==> src/hdl/mcs_pkg.sv <==
`default_nettype none

package mcs_pkg;

    // Fixed-point format and field widths.
    localparam int FRAC_BITS = 20;
    localparam int POS_W     = 24;
    localparam int VEL_W     = 24;
    localparam int STEP_W    = 16;
    localparam int VSUM_W    = VEL_W + 2;

    // Configuration port.
    localparam int CFG_IDX_W  = 3;
    localparam int CFG_DATA_W = 24;

    typedef enum logic [CFG_IDX_W-1:0] {
        CFG_MIN_POS   = 3'd0,
        CFG_MAX_POS   = 3'd1,
        CFG_MIN_VEL   = 3'd2,
        CFG_MAX_VEL   = 3'd3,
        CFG_START_POS = 3'd4,
        CFG_STEP_LIM  = 3'd5
    } cfg_idx_t;

    localparam logic signed [POS_W-1:0] MIN_POS_RST   = -24'sd1258291;
    localparam logic signed [POS_W-1:0] MAX_POS_RST   = 24'sd524288;
    localparam logic signed [VEL_W-1:0] MIN_VEL_RST   = -24'sd73400;
    localparam logic signed [VEL_W-1:0] MAX_VEL_RST   = 24'sd73400;
    localparam logic signed [POS_W-1:0] START_POS_RST = -24'sd524288;
    localparam logic [STEP_W-1:0]       STEP_LIM_RST  = 16'd5000;
    localparam logic [STEP_W-1:0]       STEP_MAX      = '1;

    // Request kinds and push codes.
    localparam logic KIND_STEP = 1'b0;
    localparam logic KIND_NEW  = 1'b1;

    typedef enum logic [1:0] {
        PUSH_LEFT  = 2'd0,
        PUSH_NONE  = 2'd1,
        PUSH_RIGHT = 2'd2
    } push_t;

    // Gains: 0.001 for the push, 0.0025 for gravity, both rounded.
    localparam longint ONE_FX     = longint'(1) << FRAC_BITS;
    localparam longint PUSH_GAIN  = (ONE_FX + 500) / 1000;
    localparam longint GRAV_GAIN  = (ONE_FX + 200) / 400;
    localparam logic signed [VSUM_W-1:0] PUSH_TERM = VSUM_W'(PUSH_GAIN);

    // Angle to table index: 3 * x * 2^32 / (2 pi), in turns.
    localparam longint TURN_K      = 683565276;
    localparam longint TWO_PI_Q28  = 1686629713;
    localparam int     ANG_PROD_W  = POS_W + 32;
    localparam logic signed [ANG_PROD_W-1:0] ANG_GAIN = ANG_PROD_W'(3 * TURN_K);

    localparam int COS_TABLE_DEPTH = 256;
    localparam int COS_IDX_W       = $clog2(COS_TABLE_DEPTH);
    localparam int IDX_HI          = FRAC_BITS + 31;
    localparam int IDX_LO          = FRAC_BITS + 32 - COS_IDX_W;

    localparam int GRAV_W = 13;
    typedef logic signed [GRAV_W-1:0] grav_rom_t [COS_TABLE_DEPTH];

    // Taylor divisors (2k-1)*2k for the terms k = 1 to 12.
    localparam longint TAYLOR_DIV [1:12] = '{2, 12, 30, 56, 90, 132, 182, 240, 306, 380,
                                             462, 552};

    // Gravity term 0.0025 * cos(angle) for every table entry. The cosine is a
    // 13-term Taylor sum in Q28 evaluated over one full turn.
    function automatic grav_rom_t build_grav_rom();
        grav_rom_t rom;
        longint    ip;
        longint    a;
        longint    aa;
        longint    a2;
        longint    term;
        longint    sum;
        longint    gt;
        for (int i = 0; i < COS_TABLE_DEPTH; i++)
        begin
            ip   = (2 * i >= COS_TABLE_DEPTH) ? longint'(i - COS_TABLE_DEPTH) : longint'(i);
            a    = (ip * TWO_PI_Q28) / COS_TABLE_DEPTH;
            aa   = (a < 0) ? -a : a;
            a2   = (aa * aa) >>> 28;
            term = longint'(1) <<< 28;
            sum  = term;
            for (int k = 1; k <= 12; k++)
            begin
                term = -((term * a2) >>> 28) / TAYLOR_DIV[k];
                sum  = sum + term;
            end
            gt     = (sum * GRAV_GAIN + (longint'(1) <<< 27)) >>> 28;
            rom[i] = GRAV_W'(gt);
        end
        return rom;
    endfunction

    localparam grav_rom_t GRAV_ROM = build_grav_rom();

    typedef struct packed {
        logic signed [POS_W-1:0] min_position;
        logic signed [POS_W-1:0] max_position;
        logic signed [VEL_W-1:0] min_velocity;
        logic signed [VEL_W-1:0] max_velocity;
        logic signed [POS_W-1:0] start_position;
        logic [STEP_W-1:0]       step_limit;
    } mcs_cfg_t;

    typedef struct packed {
        logic signed [POS_W-1:0] position;
        logic signed [VEL_W-1:0] velocity;
        logic [STEP_W-1:0]       steps;
    } mcs_state_t;

    typedef struct packed {
        logic signed [POS_W-1:0] position;
        logic signed [VEL_W-1:0] velocity;
        logic                    terminal;
        logic [STEP_W-1:0]       steps_taken;
    } mcs_result_t;

endpackage

`default_nettype wire

==> src/hdl/mcs_step_calc.sv <==
`default_nettype none

module mcs_step_calc import mcs_pkg::*;
(
    input  mcs_state_t cur,
    input  mcs_cfg_t   cfg,
    input  logic       kind,
    input  logic [1:0] push_req,
    output mcs_state_t nxt,
    output logic       terminal
);

    logic signed [ANG_PROD_W-1:0] ang_prod;
    logic [COS_IDX_W-1:0]         cos_idx;
    logic signed [GRAV_W-1:0]     grav;
    logic signed [VSUM_W-1:0]     push_term;
    logic signed [VSUM_W-1:0]     vel_sum;
    logic signed [VSUM_W-1:0]     vel_lo;
    logic signed [VSUM_W-1:0]     vel_hi;
    logic signed [VEL_W-1:0]      vel_clamp;
    logic signed [POS_W:0]        pos_sum;
    logic signed [POS_W:0]        pos_lo;
    logic signed [POS_W-1:0]      pos_new;
    logic signed [VEL_W-1:0]      vel_new;
    logic [STEP_W-1:0]            steps_new;

    // The angle product in turns sits in bits IDX_HI downto FRAC_BITS; the
    // nearest table entry is its top bits rounded by the next bit down.
    assign ang_prod = $signed(cur.position) * ANG_GAIN;
    assign cos_idx  = ang_prod[IDX_HI:IDX_LO] + COS_IDX_W'(ang_prod[IDX_LO-1]);
    assign grav     = GRAV_ROM[cos_idx];

    always_comb
    begin
        unique case (push_req)
            PUSH_LEFT:  push_term = -PUSH_TERM;
            PUSH_RIGHT: push_term = PUSH_TERM;
            default:    push_term = '0;
        endcase
    end

    assign vel_sum = VSUM_W'($signed(cur.velocity)) + push_term - VSUM_W'(grav);

    // Lower clamp first, then upper, so the upper limit wins when inverted.
    assign vel_lo    = (vel_sum < VSUM_W'($signed(cfg.min_velocity)))
                       ? VSUM_W'($signed(cfg.min_velocity)) : vel_sum;
    assign vel_hi    = (vel_lo > VSUM_W'($signed(cfg.max_velocity)))
                       ? VSUM_W'($signed(cfg.max_velocity)) : vel_lo;
    assign vel_clamp = vel_hi[VEL_W-1:0];

    assign pos_sum = (POS_W+1)'($signed(cur.position)) + (POS_W+1)'(vel_clamp);

    // Both bounds are compared at full width, so a sum past the 24-bit range
    // is still caught by the upper bound.
    always_comb
    begin
        pos_lo  = pos_sum;
        vel_new = vel_clamp;
        if (pos_sum < (POS_W+1)'($signed(cfg.min_position)))
        begin
            pos_lo  = (POS_W+1)'($signed(cfg.min_position));
            vel_new = '0;
        end
        pos_new = pos_lo[POS_W-1:0];
        if (pos_lo > (POS_W+1)'($signed(cfg.max_position)))
        begin
            pos_new = cfg.max_position;
        end
    end

    assign steps_new = (cur.steps != STEP_MAX) ? cur.steps + 1'b1 : cur.steps;

    always_comb
    begin
        if (kind == KIND_NEW)
        begin
            nxt.position = cfg.start_position;
            nxt.velocity = '0;
            nxt.steps    = '0;
        end
        else
        begin
            nxt.position = pos_new;
            nxt.velocity = vel_new;
            nxt.steps    = steps_new;
        end
    end

    assign terminal = ($signed(nxt.position) >= $signed(cfg.max_position))
                      || (nxt.steps >= cfg.step_limit);

endmodule

`default_nettype wire
==> config.mk <==
export PLATFORM = sky130hd
export DESIGN_NAME = mcs_step_calc
export DESIGN_NICKNAME = d
export VERILOG_FILES = /design/src/hdl/mcs_pkg.sv /design/src/hdl/mcs_step_calc.sv
export SDC_FILE = /design/constraint.sdc
export NUM_CORES = 1
export LEC_CHECK = 0
export ABC_AREA = 1
export BUFFER_PORTS_ARGS = -buffer_cell sky130_fd_sc_hd__buf_4
export CAP_MARGIN = 20
export CORE_MARGIN = 2
export CORE_UTILIZATION = 34
export DETAILED_ROUTE_END_ITERATION = 8
export SLEW_MARGIN = 20
export SYNTH_ARGS = -nofsm -noshare
export SYNTH_HDL_FRONTEND = slang
export SYNTH_SLANG_ARGS = --single-unit
==> constraint.sdc <==
create_clock -name vclk -period 43.2
set_input_delay 2.16 -clock vclk [all_inputs]
set_output_delay 2.16 -clock vclk [all_outputs]
set_load 0.05 [all_outputs]
==> results of run 1 <==
==> routing by layer <==
metal  vias to the layer above  part of all wire, %  track usage (%)
li1                      11700                    -                -
met1                     11100                   43             30.0
met2                       907                   46             39.0
met3                       167                  6.5             2.16
met4                         0                  4.4             8.45
met5                         -                    0                0
==> layout by cell type (no fill, tap or decap), types with 3 or more instances in the layout <==
cell / n
a211oi_1: 6
a21boi_0: 4
a21o_1: 7
a21oi_1: 260
a31oi_1: 8
buf_4: 274
fa_1: 268
ha_1: 483
inv_1: 835
inv_2: 6
nand2_1: 865
nand2_2: 7
nand3_1: 189
nand4_1: 40
nor2_1: 203
nor2_2: 4
nor2_4: 3
nor3_1: 28
nor4_1: 12
o2111ai_1: 4
o211ai_1: 21
o21a_1: 9
o21ai_0: 142
o21ai_1: 10
o21bai_1: 14
or2_2: 4
xnor2_1: 22
xor2_1: 40
==> per-stage QoR <==
step / instances / util (%)
5_1_grt: 4736 / 38.4
4_1_cts: 4736 / 38.4
6_report: 4736 / 38.4
3_3_place_gp: 4736 / 38.4
3_5_place_dp: 4736 / 38.4
2_1_floorplan: 3589 / -
==> critical path, delay by kind of cell <==
family	cells	cell delay [ps]
compound gates	30	5370
xor+xnor	5	900
simple gates	40	6710
buf+inv	18	4260
fa+ha+maj	18	7170
==> worst paths after layout <==
kind / startpoint / end / slack, ps / cells after the start
min: cfg[16] / nxt[40] / 4740 / 4
max: cur[46] / terminal / 14360 / 111
==> layout make-up <==
| class | instances | area (um2) |
|---|---|---|
| inverters | 844 | 3170 |
| multi-input cells | 2678 | 20300 |
| repair buffers | 274 | 2060 |
| well taps | 940 | 1180 |
| fillers | 7629 | 42900 |
==> cells by family (layout without fill, tap and decap cells) <==
kind of cell	count (synthesis)	in the layout	synth area share (%)
AOI/OAI and AO/OA	497	497	11.4
xor gates and xnor gates	63	63	2.32
adders and majority gates	751	751	47.9
buffers and inverters	911	1118	14.7
and+or+nand+nor	1367	1367	23.7
==> results.ini, run 1 <==
[routing]
first_pass_iters=9
postRouteAntennaNets=0
vias_per_cell=5.03
wl_per_cell_um=17.8
num_vias=23800
drt_iter0_drc=2071
drcViolationCount=0
routed_wl_um=84300

[logic_synthesis]
yosysMostFrequentCell=nand2_1
synth_cell_types=48
yosys_warnings=0
syn-num-nets=4543
syn_inst=3589
seq_area_frac_synth_pct=0
synth_area_leaders=ha_1 25%, fa_1 23%, nand2_1 14%
avgSynthCellArea_um2=6.64
yosysTopAreaCellShare_pct=25.4
synth_area_leader_cell=ha_1
netlist_area_mm2=0.0238
synth_common_cells=865 x nand2_1, 835 x inv_1, 483 x ha_1

[finish]
nets=4752
syn2layout_area_growth_pct=12.2
antenna_cells=0
drive_gt1_share_pct=8.09
seqCellArea_um2=0
fin_area_mm2=0.0267
clkbuf_count=0
flops_and_latches=0

[floorplanning]
die_h_um=269
die-area_mm2=0.0722
num_rows=97
pin_count=268
core_area_mm2=0.0697
die_w_um=269
start_util_pct=34.2

[worst_setup_path]
critPathRequiredTime_ps=41040
timing.critical_path.mode_cell=nand2_1
cp_data_arrival_time_ps=26680
cp_max_fo=53
crit_type=in2out
worst_setup_path_end_kind=primary output
critPathLaunchType=primary input
critPathMaxStageDelay_ps=840
slowest_stage=inv_2

[sta]
slew_viol_final=0
fmax_ghz=0.0347
rsz0062_at_grt=false
timing.setup.tns_ps=0
finalSetupViolCount=0
timing.final.ws_setup_ps=14360
tightest_slew_ps=953
min_period_ps=28840
fin_crit_sh_pct=66.8
hold_violations=0
max_slew_margin_pct=36.4
whs_ps=4740

[status]
outcome=finished, final reports clean

[clock_tree]
post_cts_resized=0
post-cts-setup-buffers=0
holdBufCountCts=0

[flow_run]
drv_cap=0

[global_routing]
grt.overflow.total=0
grt_pass1_wl_um=130000
grtUsageTotal_pct=22.9
grt_antenna_before_repair=0
grt_max_degree=61
grt_pass1_vias=23500

[placed_design]
io_buffers=268
hpwlAfterDp_um=73400
place_area_mm2=0.0267
dp_slack_ps=14640
gp_congestion=1.03

[min_path]
hp-class=in2out

Power of run 1 is not shown: default switching activity piles up to over one toggle a cycle in this logic, so the estimate is an artifact.
==> inputs of run 2 (changes only) <==
==> constraint.sdc (replaced) <==
create_clock -name vclk -period 26.6
set_input_delay 1.33 -clock vclk [all_inputs]
set_output_delay 1.33 -clock vclk [all_outputs]
set_load 0.05 [all_outputs]
==> run 2 against run 1 <==
Non-clock buffer count is 21 higher. Routed wire length down 0.37%. Final cell count grew 0.46%. Die area did not move. Sequential share of layout area unchanged. Via count is essentially flat. Hold slack lost 1700 ps. Utilization grew 0.39 points. Final area rose by 1.0%. Global-route usage is 0.051 points higher. Clock-buffer cell count stayed put. Largest cell class unchanged.
==> results.ini, run 2 (same netlist as run 1, synthesis figures left out) <==
[routing]
drt_iter0_drc=1965  ; -5.1%
num_vias=23800  ; -0.017%
drcViolationCount=0  ; unchanged
wl_met3_um=5810  ; +5.3%
top_layer=met4
vias_per_cell=5.01  ; -0.48%
wl_per_cell_um=17.7  ; -0.83%
first_pass_iters=6  ; -3
met2_length_um=38500  ; -0.73%
routed_wl_um=84000  ; -0.37%
postRouteAntennaNets=0  ; unchanged
wl_met1_um=36100  ; -0.60%

[finish]
antenna_cells=0  ; unchanged
drive_gt1_share_pct=8.91  ; +0.82 points
fin_area_mm2=0.0270  ; +1.0%
flops_and_latches=0  ; unchanged
nets=4774  ; +0.46%
nFillCells=7595  ; -0.45%
syn2layout_area_growth_pct=13.3
layout_commonest_cell=nand2_1
mostFrequentLayoutCells=862 x nand2_1, 833 x inv_1, 482 x ha_1, 292 x buf_4, 268 x fa_1
post-route-util_pct=38.8  ; +0.39 points
clkbuf_count=0  ; unchanged
seqCellArea_um2=0  ; unchanged
multi_input_area_mm2=0.0204  ; +0.33%

[worst_setup_path]
critPathRequiredTime_ps=25270  ; -15770 ps
critPathMaxStageDelay_ps=630  ; -210 ps
critPathTopFamily=adder cells
cp_data_arrival_time_ps=23770  ; -2910 ps
worst_setup_path_end_kind=primary output
cp_max_fo=47  ; -11%
crit_buf_inv=20  ; +2
crit_type=in2out
slowest_stage=fa_1
critPathLaunchType=primary input
timing.critical_path.mode_cell=nand2_1

[floorplanning]
die_h_um=269  ; unchanged
pin_count=268  ; unchanged
die_w_um=269  ; unchanged
num_rows=97  ; unchanged
core_area_mm2=0.0697  ; unchanged
die-area_mm2=0.0722  ; unchanged
start_util_pct=34.2  ; unchanged

[sta]
timing.setup.tns_ps=0  ; unchanged
hold_violations=0  ; unchanged
slew_viol_final=0  ; unchanged
fin_crit_sh_pct=94.4
min_period_ps=25100
timing.final.ws_setup_ps=1500  ; -12860 ps
max_slew_margin_pct=39.6  ; +3.2 points
tightest_slew_ps=905  ; -48.0 ps
fmax_ghz=0.0398
finalSetupViolCount=0  ; unchanged

[min_path]
hold_depth=4  ; unchanged
worstHoldStart=cfg[16]
hp-class=in2out
hold_end=nxt[40]

[global_routing]
grt_pass1_vias=23500  ; -0.047%
grtUsageTotal_pct=22.9  ; +0.051 points
grt_max_degree=48  ; -21%
grt_antenna_before_repair=0  ; unchanged
grt.overflow.total=0  ; unchanged
grt_pass1_wl_um=131000  ; +0.37%

[placed_design]
gp_congestion=1.03  ; +0.29%
hpwlAfterDp_um=73400  ; about the same
place_area_mm2=0.0268  ; +0.31%
dp_slack_ps=602  ; -14040 ps
io_buffers=268  ; unchanged

[flow_run]
drv_cap=0  ; unchanged

[status]
outcome=finished, final reports clean

## run 2: repair_timing
action | CTS | global route
hold buffers | 0 | 0
gates resized for setup | 0 | 22
buffers inserted | 0 | 10
hold endpoints to repair | 0 | 0
setup endpoints to repair | 0 | 3
## run 2: worst max-delay path by stage
stage,to,depth (start not counted),slack (ps),start
CTS,terminal,122,540,cur[46]
global route,terminal,112,-40,cur[46]
floorplan,terminal,118,3970,cur[46]
finish,terminal,116,1500,cur[46]
detailed placement,terminal,122,600,cur[46]
global placement,terminal,119,990,cur[44]
## run 2: layout make-up
type / count / area share, %
tap: 940 / 4.35
timing repair buffer: 295 / 8.31
inverter: 844 / 11.8
timing repair inverter: 1 / 0.0185
multi-input combinational: 2678 / 75.5
## run 2: worst min-delay path, cell delays in order
cell     delay (ps)
buf_4            80
nand2_1          40
nand2_1          80
buf_4           200
## run 2: stage by stage
step                      cells  hold slack (ps)
after floorplan            3589             2950
after global placement     4747             3050
after detailed placement   4747             3060
after CTS                  4747             3060
after global routing       4758             3070
final                      4758             3070
## run 2: per-layer routing
layer  vias up  track usage (%)
li1      11700                -
met1     10900             30.8
met2       978             39.0
met3       190             1.53
met4         0             7.96
met5         -                0
Power of run 2 is left out for the same reason.
